**config.mk**
```make
export PLATFORM = sky130hd
export DESIGN_NAME = parallel_drive_port_command_fsm
export DESIGN_NICKNAME = d
export VERILOG_FILES = /design/src/design/pdp_cmd_pkg.sv /design/src/design/parallel_drive_port_command_fsm.sv
export VERILOG_INCLUDE_DIRS = /design/src /design/src/design
export SDC_FILE = /design/constraint.sdc
export NUM_CORES = 1
export LEC_CHECK = 0
export BUFFER_PORTS_ARGS = -buffer_cell sky130_fd_sc_hd__buf_4
export CELL_PAD_IN_SITES_DETAIL_PLACEMENT = 0
export CELL_PAD_IN_SITES_GLOBAL_PLACEMENT = 2
export CORE_MARGIN = 2
export CORE_UTILIZATION = 33
export DETAILED_ROUTE_END_ITERATION = 7
export GPL_TIMING_DRIVEN = 0
export HOLD_SLACK_MARGIN = 0.12
export PLACE_DENSITY = 0.75
export SYNTH_ARGS = -nofsm -noshare
export SYNTH_HDL_FRONTEND = slang
export SYNTH_SLANG_ARGS = --single-unit
```
**constraint.sdc**
```tcl
create_clock -name clock -period 3.99 [get_ports clock]
set_clock_uncertainty 0.1 [all_clocks]
set_input_delay 0.399 -clock clock [delete_from_list [all_inputs] [get_ports clock]]
set_output_delay 0.399 -clock clock [all_outputs]
set_load 0.02 [all_outputs]
```
**src/design/assert_macros.svh**
```systemverilog
// Assertion macros used by parallel_drive_port_command_fsm.
// No dependencies; included by each module that checks its own logic.
`ifndef ASSERT_MACROS_SVH
`define ASSERT_MACROS_SVH

// Checked at every clock edge, reset included.
`define ASSERT_ALWAYS(label, prop, msg) \
   label: assert property (@(posedge clock) prop) else $error(msg);

// Checked only while reset is low.
`define ASSERT_ACTIVE(label, prop, msg) \
   label: assert property (@(posedge clock) disable iff (reset) prop) else $error(msg);

`endif

```
**src/design/pdp_cmd_pkg.sv**
```systemverilog
// Types and constants of the parallel drive port command block.
// No dependencies; used by parallel_drive_port_command_fsm.
`timescale 1ns / 1ps

package pdp_cmd_pkg;

   // Port register offsets.
   localparam logic [2:0] REG_DATA       = 3'd0;
   localparam logic [2:0] REG_STATUS     = 3'd1;
   localparam logic [2:0] REG_HANDSHAKE  = 3'd2;
   localparam logic [2:0] REG_DATA_DIR   = 3'd3;
   localparam logic [2:0] REG_STATUS_DIR = 3'd4;
   localparam logic [2:0] REG_HS_DIR     = 3'd5;

   // Drive command codes.
   localparam logic [3:0] CMD_NONE       = 4'd0;
   localparam logic [3:0] CMD_TALK       = 4'd1;
   localparam logic [3:0] CMD_LISTEN     = 4'd2;
   localparam logic [3:0] CMD_UNLISTEN   = 4'd3;
   localparam logic [3:0] CMD_UNTALK     = 4'd4;
   localparam logic [3:0] CMD_SEC_TALK   = 4'd5;
   localparam logic [3:0] CMD_SEC_LISTEN = 4'd6;
   localparam logic [3:0] CMD_BYTE_OUT   = 4'd7;
   localparam logic [3:0] CMD_FETCH      = 4'd8;

   // Bytes the CPU writes to the data register, and handshake bit masks.
   localparam logic [7:0] BYTE_CMD_MODE  = 8'h81;
   localparam logic [7:0] BYTE_DATA_OUT  = 8'h83;
   localparam logic [7:0] BYTE_FETCH     = 8'h84;
   localparam logic [7:0] BYTE_TALK      = 8'h40;
   localparam logic [7:0] BYTE_LISTEN    = 8'h20;
   localparam logic [7:0] BYTE_UNLISTEN  = 8'h3f;
   localparam logic [7:0] BYTE_UNTALK    = 8'h5f;
   localparam logic [7:0] BYTE_SECONDARY = 8'h82;
   localparam logic [7:0] ACK_BIT        = 8'h80;
   localparam logic [7:0] VALID_DIR_BIT  = 8'h40;

   // Status value read while the drive reports end of data.
   localparam logic [1:0] STATUS_EOI     = 2'd3;

   typedef enum logic [6:0] {
      MODE_IDLE       = 7'b0000001,
      MODE_GET_MODE   = 7'b0000010,
      MODE_TALK       = 7'b0000100,
      MODE_LISTEN     = 7'b0001000,
      MODE_SEC_TALK   = 7'b0010000,
      MODE_SEC_LISTEN = 7'b0100000,
      MODE_DATA_OUT   = 7'b1000000
   } mode_type;

   typedef struct packed {
      logic [2:0] reg_offset;
      logic       drive_select;
      logic [7:0] write_data;
      logic       drive_ready;
      logic [7:0] drive_byte;
      logic       drive_eoi;
   } req_type;

   typedef struct packed {
      logic [7:0] return_value;
      logic [3:0] command;
      logic [7:0] command_byte;
      logic       init_request;
      logic       handshake_write;
      logic [7:0] handshake_value;
      logic       data_write;
      logic [7:0] data_value;
      logic       status_write;
      logic [1:0] status_value;
      logic       status_clear_all;
   } rsp_type;

endpackage

```
**src/design/parallel_drive_port_command_fsm.sv**
```systemverilog
// Command decoder and handshake model of a two-drive parallel disk port.
// Depends on pdp_cmd_pkg and assert_macros.svh.
`timescale 1ns / 1ps

// Channel   Ports                               Direction  Moves
// req       req_valid, req_stall, req_data      in         one CPU write with drive replies
// rsp       rsp_valid, rsp_stall, rsp_data      out        one result per write
// csr       csr_valid, csr_ready, csr_data      in         bus_enabled register
//
// Each item is held in the input register and is decoded into the result
// register when the result register is free.
// A new item is taken every cycle while req_stall is low; the decode and
// mode update are the only logic between the two registers.
// Reset clears the mode, the flags, the drive state and both valid bits,
// and sets bus_enabled.
// A stall on rsp holds the result; the input register then fills and req_stall rises.

`include "assert_macros.svh"

module parallel_drive_port_command_fsm (
   input  logic                 clock,
   input  logic                 reset,
   input  logic                 req_valid,
   output logic                 req_stall,
   input  pdp_cmd_pkg::req_type req_data,
   output logic                 rsp_valid,
   input  logic                 rsp_stall,
   output pdp_cmd_pkg::rsp_type rsp_data,
   input  logic                 csr_valid,
   output logic                 csr_ready,
   input  logic                 csr_data
);

   // Pipeline registers.
   logic                 in_valid_ff;
   pdp_cmd_pkg::req_type in_data_ff;
   logic                 out_valid_ff;
   pdp_cmd_pkg::rsp_type out_data_ff;
   pdp_cmd_pkg::rsp_type out_data_in;

   // Port state.
   logic                 bus_enabled_ff;
   pdp_cmd_pkg::mode_type mode_ff, mode_in;
   logic                 no_flip_ff, no_flip_in;
   logic                 data_dir_ff, data_dir_in;
   logic                 status_dir_ff, status_dir_in;
   logic                 valid_dir_ff, valid_dir_in;
   logic                 ack_dir_ff, ack_dir_in;
   logic                 inited_ff [2];
   logic                 inited_in [2];
   logic [7:0]           hs_ff [2];
   logic [7:0]           hs_in [2];
   logic [7:0]           next_byte_ff, next_byte_in;

   // The result register is free when empty or being taken this cycle.
   logic out_free;
   logic advance;
   assign out_free  = !out_valid_ff || !rsp_stall;
   assign advance   = in_valid_ff && out_free;
   assign req_stall = in_valid_ff && !out_free;
   assign rsp_valid = out_valid_ff;
   assign rsp_data  = out_data_ff;
   assign csr_ready = 1'b1;

   // Decode of the write held in the input register.
   always_comb begin
      logic       d;
      logic       attempt;
      logic       inited_now;
      logic       ok;
      logic [1:0] st;
      logic [7:0] wd;
      logic [7:0] flipped;

      d          = !in_data_ff.drive_select;
      wd         = in_data_ff.write_data;
      st         = in_data_ff.drive_eoi ? pdp_cmd_pkg::STATUS_EOI : 2'd0;
      ok         = 1'b0;
      flipped    = wd ^ pdp_cmd_pkg::ACK_BIT;

      out_data_in   = '0;
      mode_in       = mode_ff;
      no_flip_in    = no_flip_ff;
      data_dir_in   = data_dir_ff;
      status_dir_in = status_dir_ff;
      valid_dir_in  = valid_dir_ff;
      ack_dir_in    = ack_dir_ff;
      inited_in     = inited_ff;
      hs_in         = hs_ff;
      next_byte_in  = next_byte_ff;

      // A drive that has not come up yet is initialized first.
      attempt = !inited_ff[d] && bus_enabled_ff;
      if (attempt) begin
         out_data_in.init_request = 1'b1;
         no_flip_in = 1'b0;
         if (in_data_ff.drive_ready) begin
            out_data_in.status_clear_all = 1'b1;
            inited_in[d] = 1'b1;
         end
      end
      inited_now = inited_ff[d] || (attempt && in_data_ff.drive_ready);

      if (inited_now) begin
         case (in_data_ff.reg_offset)
            pdp_cmd_pkg::REG_DATA: begin
               no_flip_in = 1'b0;
               out_data_in.return_value = wd;
               unique case (mode_ff)
                  pdp_cmd_pkg::MODE_GET_MODE: begin
                     if (data_dir_ff) begin
                        if (wd == pdp_cmd_pkg::BYTE_TALK) begin
                           mode_in = pdp_cmd_pkg::MODE_TALK;
                           out_data_in.command = pdp_cmd_pkg::CMD_TALK;
                           ok = 1'b1;
                        end else if (wd == pdp_cmd_pkg::BYTE_LISTEN) begin
                           mode_in = pdp_cmd_pkg::MODE_LISTEN;
                           out_data_in.command = pdp_cmd_pkg::CMD_LISTEN;
                           ok = 1'b1;
                        end else if (wd == pdp_cmd_pkg::BYTE_UNLISTEN) begin
                           mode_in = pdp_cmd_pkg::MODE_IDLE;
                           out_data_in.command = pdp_cmd_pkg::CMD_UNLISTEN;
                           ok = 1'b1;
                        end else if (wd == pdp_cmd_pkg::BYTE_UNTALK) begin
                           mode_in = pdp_cmd_pkg::MODE_IDLE;
                           out_data_in.command = pdp_cmd_pkg::CMD_UNTALK;
                           ok = 1'b1;
                        end
                     end
                  end
                  pdp_cmd_pkg::MODE_TALK: begin
                     if (wd == pdp_cmd_pkg::BYTE_SECONDARY && data_dir_ff) begin
                        mode_in = pdp_cmd_pkg::MODE_SEC_TALK;
                        ok = 1'b1;
                     end
                  end
                  pdp_cmd_pkg::MODE_LISTEN: begin
                     if (wd == pdp_cmd_pkg::BYTE_SECONDARY && data_dir_ff) begin
                        mode_in = pdp_cmd_pkg::MODE_SEC_LISTEN;
                        ok = 1'b1;
                     end
                  end
                  pdp_cmd_pkg::MODE_SEC_TALK: begin
                     if (data_dir_ff) begin
                        out_data_in.command      = pdp_cmd_pkg::CMD_SEC_TALK;
                        out_data_in.command_byte = wd;
                        mode_in = pdp_cmd_pkg::MODE_IDLE;
                        ok = 1'b1;
                     end
                  end
                  pdp_cmd_pkg::MODE_SEC_LISTEN: begin
                     if (data_dir_ff) begin
                        out_data_in.command      = pdp_cmd_pkg::CMD_SEC_LISTEN;
                        out_data_in.command_byte = wd;
                        mode_in = pdp_cmd_pkg::MODE_IDLE;
                        ok = 1'b1;
                     end
                  end
                  pdp_cmd_pkg::MODE_DATA_OUT: begin
                     // Data-out mode always falls back to idle after one byte.
                     if (data_dir_ff) begin
                        out_data_in.command      = pdp_cmd_pkg::CMD_BYTE_OUT;
                        out_data_in.command_byte = wd;
                        ok = 1'b1;
                     end
                     mode_in = pdp_cmd_pkg::MODE_IDLE;
                  end
                  default: begin
                     // Idle: look for the mode-opening bytes.
                     mode_in = pdp_cmd_pkg::MODE_IDLE;
                     if (wd == pdp_cmd_pkg::BYTE_CMD_MODE) begin
                        if (data_dir_ff) begin
                           mode_in    = pdp_cmd_pkg::MODE_GET_MODE;
                           no_flip_in = 1'b1;
                           ok = 1'b1;
                        end
                     end else if (wd == pdp_cmd_pkg::BYTE_DATA_OUT) begin
                        mode_in = pdp_cmd_pkg::MODE_DATA_OUT;
                        ok = 1'b1;
                     end else if (wd == pdp_cmd_pkg::BYTE_FETCH) begin
                        next_byte_in = in_data_ff.drive_byte;
                        out_data_in.command = pdp_cmd_pkg::CMD_FETCH;
                        ok = 1'b1;
                     end
                  end
               endcase
               // An accepted byte is acknowledged by toggling handshake bit 7.
               if (ok) begin
                  hs_in[d] = hs_ff[d] ^ pdp_cmd_pkg::ACK_BIT;
                  out_data_in.handshake_write = 1'b1;
                  out_data_in.handshake_value = hs_ff[d] ^ pdp_cmd_pkg::ACK_BIT;
               end
            end
            pdp_cmd_pkg::REG_STATUS: begin
               if (!status_dir_ff) begin
                  out_data_in.return_value = {6'd0, st};
               end
            end
            pdp_cmd_pkg::REG_HANDSHAKE: begin
               if (valid_dir_ff && !no_flip_in) begin
                  hs_in[d] = flipped;
                  out_data_in.return_value    = flipped;
                  out_data_in.handshake_write = 1'b1;
                  out_data_in.handshake_value = flipped;
               end
               no_flip_in = 1'b0;
            end
            pdp_cmd_pkg::REG_DATA_DIR: begin
               data_dir_in = (wd != 8'd0);
               out_data_in.data_write = 1'b1;
               out_data_in.data_value = next_byte_ff;
            end
            pdp_cmd_pkg::REG_STATUS_DIR: begin
               status_dir_in = (wd[1:0] != 2'd0);
            end
            pdp_cmd_pkg::REG_HS_DIR: begin
               valid_dir_in = ((wd & pdp_cmd_pkg::VALID_DIR_BIT) != 8'd0);
               ack_dir_in   = ((wd & pdp_cmd_pkg::ACK_BIT) != 8'd0);
            end
            default: begin
            end
         endcase
         // The status register follows the drive whenever it is an input and the drive is up.
         if (!status_dir_in) begin
            out_data_in.status_write = 1'b1;
            out_data_in.status_value = st;
         end
      end
   end

   // Valid bits and port state.
   always_ff @(posedge clock) begin
      if (reset) begin
         in_valid_ff    <= 1'b0;
         out_valid_ff   <= 1'b0;
         bus_enabled_ff <= 1'b1;
         mode_ff        <= pdp_cmd_pkg::MODE_IDLE;
         no_flip_ff     <= 1'b0;
         data_dir_ff    <= 1'b0;
         status_dir_ff  <= 1'b0;
         valid_dir_ff   <= 1'b0;
         ack_dir_ff     <= 1'b0;
         inited_ff[0]   <= 1'b0;
         inited_ff[1]   <= 1'b0;
         hs_ff[0]       <= 8'd0;
         hs_ff[1]       <= 8'd0;
         next_byte_ff   <= 8'd0;
      end else begin
         if (!req_stall) begin
            in_valid_ff <= req_valid;
         end
         if (out_free) begin
            out_valid_ff <= in_valid_ff;
         end
         if (csr_valid && csr_ready) begin
            bus_enabled_ff <= csr_data;
         end
         if (advance) begin
            mode_ff       <= mode_in;
            no_flip_ff    <= no_flip_in;
            data_dir_ff   <= data_dir_in;
            status_dir_ff <= status_dir_in;
            valid_dir_ff  <= valid_dir_in;
            ack_dir_ff    <= ack_dir_in;
            inited_ff     <= inited_in;
            hs_ff         <= hs_in;
            next_byte_ff  <= next_byte_in;
         end
      end
   end

   // Payload registers.
   always_ff @(posedge clock) begin
      if (!req_stall) begin
         in_data_ff <= req_data;
      end
      if (advance) begin
         out_data_ff <= out_data_in;
      end
   end

   // Drive 0, once up, stays up until reset.
   `ASSERT_ACTIVE(a_inited_sticky, inited_ff[0] |=> inited_ff[0], "drive 0 lost its init flag")

   // Every drive command is acknowledged by a handshake write.
   `ASSERT_ACTIVE(a_cmd_acked,
      out_valid_ff && (out_data_ff.command != pdp_cmd_pkg::CMD_NONE)
         |-> out_data_ff.handshake_write,
      "command issued without handshake acknowledge")

   // Status registers are only cleared by an init that was attempted.
   `ASSERT_ACTIVE(a_clear_needs_init,
      out_valid_ff && out_data_ff.status_clear_all |-> out_data_ff.init_request,
      "status clear without init attempt")

   // Reset always returns the command mode to idle.
   `ASSERT_ALWAYS(a_reset_idle, reset |=> mode_ff == pdp_cmd_pkg::MODE_IDLE,
      "mode not idle after reset")

endmodule

```
==> reports/metrics.csv, run 1 <==
metric,value,unit
syn nets,409,
"Avg Cell Area, Syn",11.5,µm²
Sw Share,22.9,%
fin. max-slew vios,0,
logic gate share of total power,7.6,%
unrepaired setup endpoints after global routing,no,
Die Width,119,µm
Slew headroom,15.5,%
global-route wire length before repair,16.2,mm
Die H,119,µm
"Power, Total",2270,µW
final hold viol count,0,
measured slew at the worst slew-check pin,1.26,ns
Total Routing Usage GR,14.9,%
NetSw,519,µW
ys flop type,edfxtp_1,
crit-path max FO,9,
Initial Util,33.5,%
P_int,1750,µW
DRT Pass-1 Iters,4,
Place WS,0.666,ns
"commonest non-fill, non-tap cell in the layout",buf_4,
"Seq/Total Area, Yosys",62.1,%
Area Overhead vs Synth,29.6,%
remaining global-route overflow,0,
worst-skew pair later-pin latency,0.35,ns
layout cells sized above 1,20.0,%
num rows,42,
Clock Path Buffers,2,
Fin Setup TNS,0,ns
Post-Syn Instances,381,
I/O pins,74,
fin crit period,3.30,ns
DR WL/cell,15.3,µm
fmax,303,MHz
crit start category,flop,
DRT Wirelength,10.2,mm
Synth Register Bits,104,
# DRC,0,
status,"complete, no violations",
"Arr. time, crit path",3.23,ns
dpl hpwl,7.03,mm
Worst setup EP type,flop,
Crit Path Class,reg -> reg,
Post-synth EDFFs,64,
pwr/cell area,399,nW/µm²
Worst Hold Path Cells,1,
Final #Nets,513,
Fillers,1262,
Die Area,14200,µm²
# resized after CTS,0,
asr flop ratio synth,0,%
Final Non-Filler Cells,666,
ANT nets after route,0,
post-synthesis cell area,4390,µm²
clk sinks,104,
YS warnings,0,
Critical Path RT,3.93,ns
drt via density,4.76,
DP Cell Count,629,
Max-cap violations,0,
# diodes,0,
synth unique cells,50,
most frequent cells in the layout,"73 x buf_4, 64 x edfxtp_1, 58 x nor2_1",
Core Region,13100,µm²
leak pwr,0.00231,µW
clock slew at reported path FFs,0.07,ns
Sequential Power Share,52.6,%
Starting DRT DRC Count,135,
Worst Hold Class,in -> reg,
vias in the first global route,3083,
Setup-failing EPs final,0,
# H-tree levels,3,
final RePlAce weighted congestion,0.791,
largest net degree at the start of global routing,29,
cts bufs inserted,9,
Final WS setup,0.695,ns
final period utilization,82.6,%
multi-input logic area,1550,µm²
initial antenna violation count,0,
storage element area,2720,µm²
peak supply drop,163,µV
FF-to-FF path depth,8,
CTS tree,built,
vias,3170,
Clock Tree Root,clkbuf_16,
Clock power frac,39.8,%
IO buf count,71,
-- path summary, 6_finish.rpt --
| path | startpoint | to | slack, ns |
|---|---|---|---|
| setup reg to reg | mode_ff[6] | rsp_data[14] | 0.69 |
| setup / recovery | mode_ff[6] | rsp_data[14] | 0.69 |
| hold reg to reg | in_data_ff[2] | next_byte_ff[1] | 0.38 |
| hold / removal | req_data[10] | in_data_ff[10] | 0.13 |
-- stage by stage --
| stage | hold WS [ns] | instance area, µm² | util, % |
|---|---|---|---|
| final | 0.133 | 5680 | 43.4 |
| after floorplan | 0.336 | 4390 | - |
| after CTS | 0.120 | 5640 | 43.1 |
| after global placement | 0.347 | 5140 | 39.3 |
| after global routing | 0.124 | 5680 | 43.4 |
| after detailed placement | 0.373 | 5170 | 39.5 |
-- power by group through the flow --
stage	Clock [µW]	Sequential (µW)	Combinational (µW)
after global placement	0	1220	152
after detailed placement	0	1220	157
final	901	1190	172
after floorplan	0	1240	57.5
after global routing	973	1200	185
after CTS	923	1190	170
-- critical path, stage by stage (launching register included) --
cell and delay [ns]:
dfxtp_1 0.31, buf_6 0.13, or4_1 0.54, or4b_1 0.46, buf_2 0.18, nand4_1 0.29, nor2_1 0.09, o21ai_1 0.61
o21ai_0 0.28
-- what timing repair did --
action	CTS	global route
endpoints found under the hold margin	17	4
endpoints found under the setup margin	0	0
hold buffers	17	4
setup buffers	0	0
-- routing by layer --
layer | vias to the layer above | global-route usage, % | share of wire [%]
met5 | - | 0 | 0
met4 | 0 | 5.88 | 1.6
met3 | 11 | 3.35 | 4.3
met2 | 74 | 25.2 | 49
met1 | 1510 | 18.4 | 45
li1 | 1575 | - | -
-- layout make-up --
cell class | count | share of cell area [%]
clock inverter | 6 | 1.28
multi-input combinational | 248 | 27.3
buffer | 20 | 1.61
clock buffer | 10 | 4.03
sequential | 104 | 47.9
inverter | 9 | 0.595
timing repair buffer | 93 | 13.4
tap | 176 | 3.88
-- sequential cells by signal, summed over array words and instances, names as in the netlist --
signal,count
rsp_valid,1
hs_ff,16
valid_dir_ff,1
in_data_ff,22
inited_ff,2
rsp_data,42
no_flip_ff,1
bus_enabled_ff,1
data_dir_ff,1
next_byte_ff,8
mode_ff,7
status_dir_ff,1
in_valid_ff,1
-- synth_stat cells (all sizes together) (5+ instances only) --
| cell | instances | area [µm²] |
|---|---|---|
| edfxtp | 64 | 1920 |
| nor2 | 58 | 218 |
| dfxtp | 40 | 801 |
| mux2i | 36 | 360 |
| and2 | 27 | 169 |
| nand2 | 20 | 77.6 |
| o21ai | 16 | 80.1 |
| clkbuf | 15 | 56.3 |
| a21oi | 11 | 55.1 |
| inv | 9 | 33.8 |
| nand3 | 9 | 45.0 |
| and3 | 8 | 50.1 |
| a31oi | 6 | 37.5 |
| nor4 | 6 | 37.5 |
| buf | 5 | 35.0 |
| nor2b | 5 | 31.3 |
-- kinds of logic after synthesis --
kind of cell    count (synthesis)  synth area share (%)
simple gates                  153                  17.5
flops                         104                  62.1
compound gates                 51                  7.70
mux                            38                  8.73
buf+inv                        29                  2.85
xor+xnor                        5                 0.999
other cells                     1                0.0855
Note: power is estimated with default switching activity, not from simulation.
==> run 2: changes to the inputs <==
CORE_UTILIZATION = 36   (was 33)
PLACE_DENSITY = 0.78   (was 0.75)
clock period = 3.1 ns   (was 3.99 ns; I/O delays follow)
==> run 2 against run 1 <==
  * Critical path depth unchanged
  * Sequential share of layout area down 0.49 points
  * Count of clock-buffer cells in the layout unchanged
  * Non-clock buffer count up 5
  * Worst setup slack worse by 0.51 ns
  * Critical path type unchanged
  * Largest cell class unchanged
==> reports/metrics.csv, run 2 (synthesis gave the netlist of run 1 again) <==
metric,value,unit,change
status,"complete, no violations",,
Worst Hold Class,in -> reg,,
Die Width,114,µm,-4.1%
IO buf count,71,,unchanged
worst-skew pair later-pin latency,0.35,ns,about the same
cts bufs inserted,9,,unchanged
drt via density,4.94,,+3.7%
"Arr. time, crit path",2.90,ns,-0.33 ns
Starting DRT DRC Count,115,,-15%
DP Cell Count,600,,-4.6%
Final Non-Filler Cells,643,,-3.5%
Initial Util,36.7,%,+3.1 points
fin crit period,2.92,ns,-0.378 ns
Area Overhead vs Synth,30.9,%,
pwr/cell area,520,nW/µm²,+31%
Die H,114,µm,-4.1%
Max-cap violations,0,,unchanged
# DRC,0,,unchanged
dpl hpwl,7.12,mm,+1.2%
num rows,40,,-4.8%
vias,3175,,+0.16%
layout cells sized above 1,20.8,%,+0.77 points
Setup-failing EPs final,0,,unchanged
worst hold slack,0.166,ns,+0.0328 ns
Fin Setup TNS,0,ns,unchanged
Crit Path Class,reg -> reg,,
Slew headroom,17.9,%,+2.4 points
measured slew at the worst slew-check pin,1.23,ns,-0.0353 ns
Clock Path Buffers,2,,unchanged
DR WL/cell,16.3,µm,+6.5%
Core Region,12000,µm²,-8.6%
ANT nets after route,0,,unchanged
Clock Tree Root,clkbuf_16,,
Hold Crit Start,rsp_stall,,
Place WS,-0.190,ns,-0.856 ns
DRT Wirelength,10.5,mm,+2.8%
Final #Nets,519,,+1.2%
fmax,343,MHz,+13%
clock slew at reported path FFs,0.07,ns,about the same
"commonest non-fill, non-tap cell in the layout",buf_4,,
leak pwr,0.00234,µW,+1.3%
final RePlAce weighted congestion,0.777,,-1.7%
fin. max-slew vios,0,,unchanged
remaining global-route overflow,0,,unchanged
most frequent cells in the layout,"74 x buf_4, 64 x edfxtp_1, 57 x nor2_1",,
Largest register FFs,42,,unchanged
R2R Path Start,mode_ff[6],,
global-route wire length before repair,16.6,mm,+2.4%
DRT Pass-1 Iters,4,,unchanged
clk sinks,104,,unchanged
Critical Path RT,3.08,ns,-0.85 ns
final period utilization,94.1,%,+12 points
CTS tree,built,,
"Power, Total",2990,µW,+32%
crit start category,flop,,
worst setup path start,mode_ff[6],,
Worst setup EP type,flop,,
final hold viol count,0,,unchanged
# H-tree levels,3,,unchanged
vias in the first global route,3186,,+3.3%
Final WS setup,0.183,ns,-0.512 ns
initial antenna violation count,0,,unchanged
unrepaired setup endpoints after global routing,no,,
I/O pins,74,,unchanged
crit-path max FO,9,,unchanged
largest net degree at the start of global routing,28,,-3.4%
Total Routing Usage GR,17.0,%,+2.2 points
# diodes,0,,unchanged
peak supply drop,414,µV,+150%
Die Area,13100,µm²,-8.1%
## run 2: per-layer routing
metal	track usage [%]	part of all wire (%)
met5	0	0
met1	21.0	44
met2	29.1	50
met3	4.29	4.7
met4	5.93	1.3
## run 2: final cells by class
type	instances	area [µm²]
clock inverter	6	93.8
timing repair buffer	98	811
buffer	20	92.6
sequential	104	2720
inverter	9	33.8
clock buffer	10	229
multi-input combinational	249	1570
fill	1131	6220
tap	147	184
## run 2: repair_timing
item | CTS | global route
resized for setup | 2 | 3
buffers inserted | 0 | 1
setup endpoints to repair | 10 | 10
hold endpoints to repair | 24 | 0
cloned | 1 | 0
hold buffers | 25 | 0
## run 2: path summary, 6_finish.rpt
kind / slack [ns] / to / depth (start not counted)
worst min register to register: 0.37 / inited_ff[1] / 2
worst max register to register: 0.18 / rsp_data[18] / 8
worst max-delay path: 0.18 / rsp_data[18] / 8
worst min-delay path: 0.17 / rsp_valid / 3
## run 2: power by group
group	leakage (µW)	switching [µW]	internal, µW
logic	0.00124	127	103
registers	0.000949	23.8	1510
clock network	0.000153	511	712
total	0.00234	662	2330
## run 2: critical path: stages, from the launching register on
cell	delay (ns)
dfxtp_1	0.31
buf_6	0.13
or4_1	0.54
or4b_1	0.47
buf_2	0.19
nand4_1	0.29
nor2_1	0.13
o21ai_4	0.29
o21ai_0	0.18
## run 2: through the flow
step	cell area (µm²)	util, %
2_1_floorplan	4400	-
3_3_place_gp	5110	42.8
3_5_place_dp	5130	42.9
4_1_cts	5720	47.9
5_1_grt	5740	48.0
6_report	5740	48.0
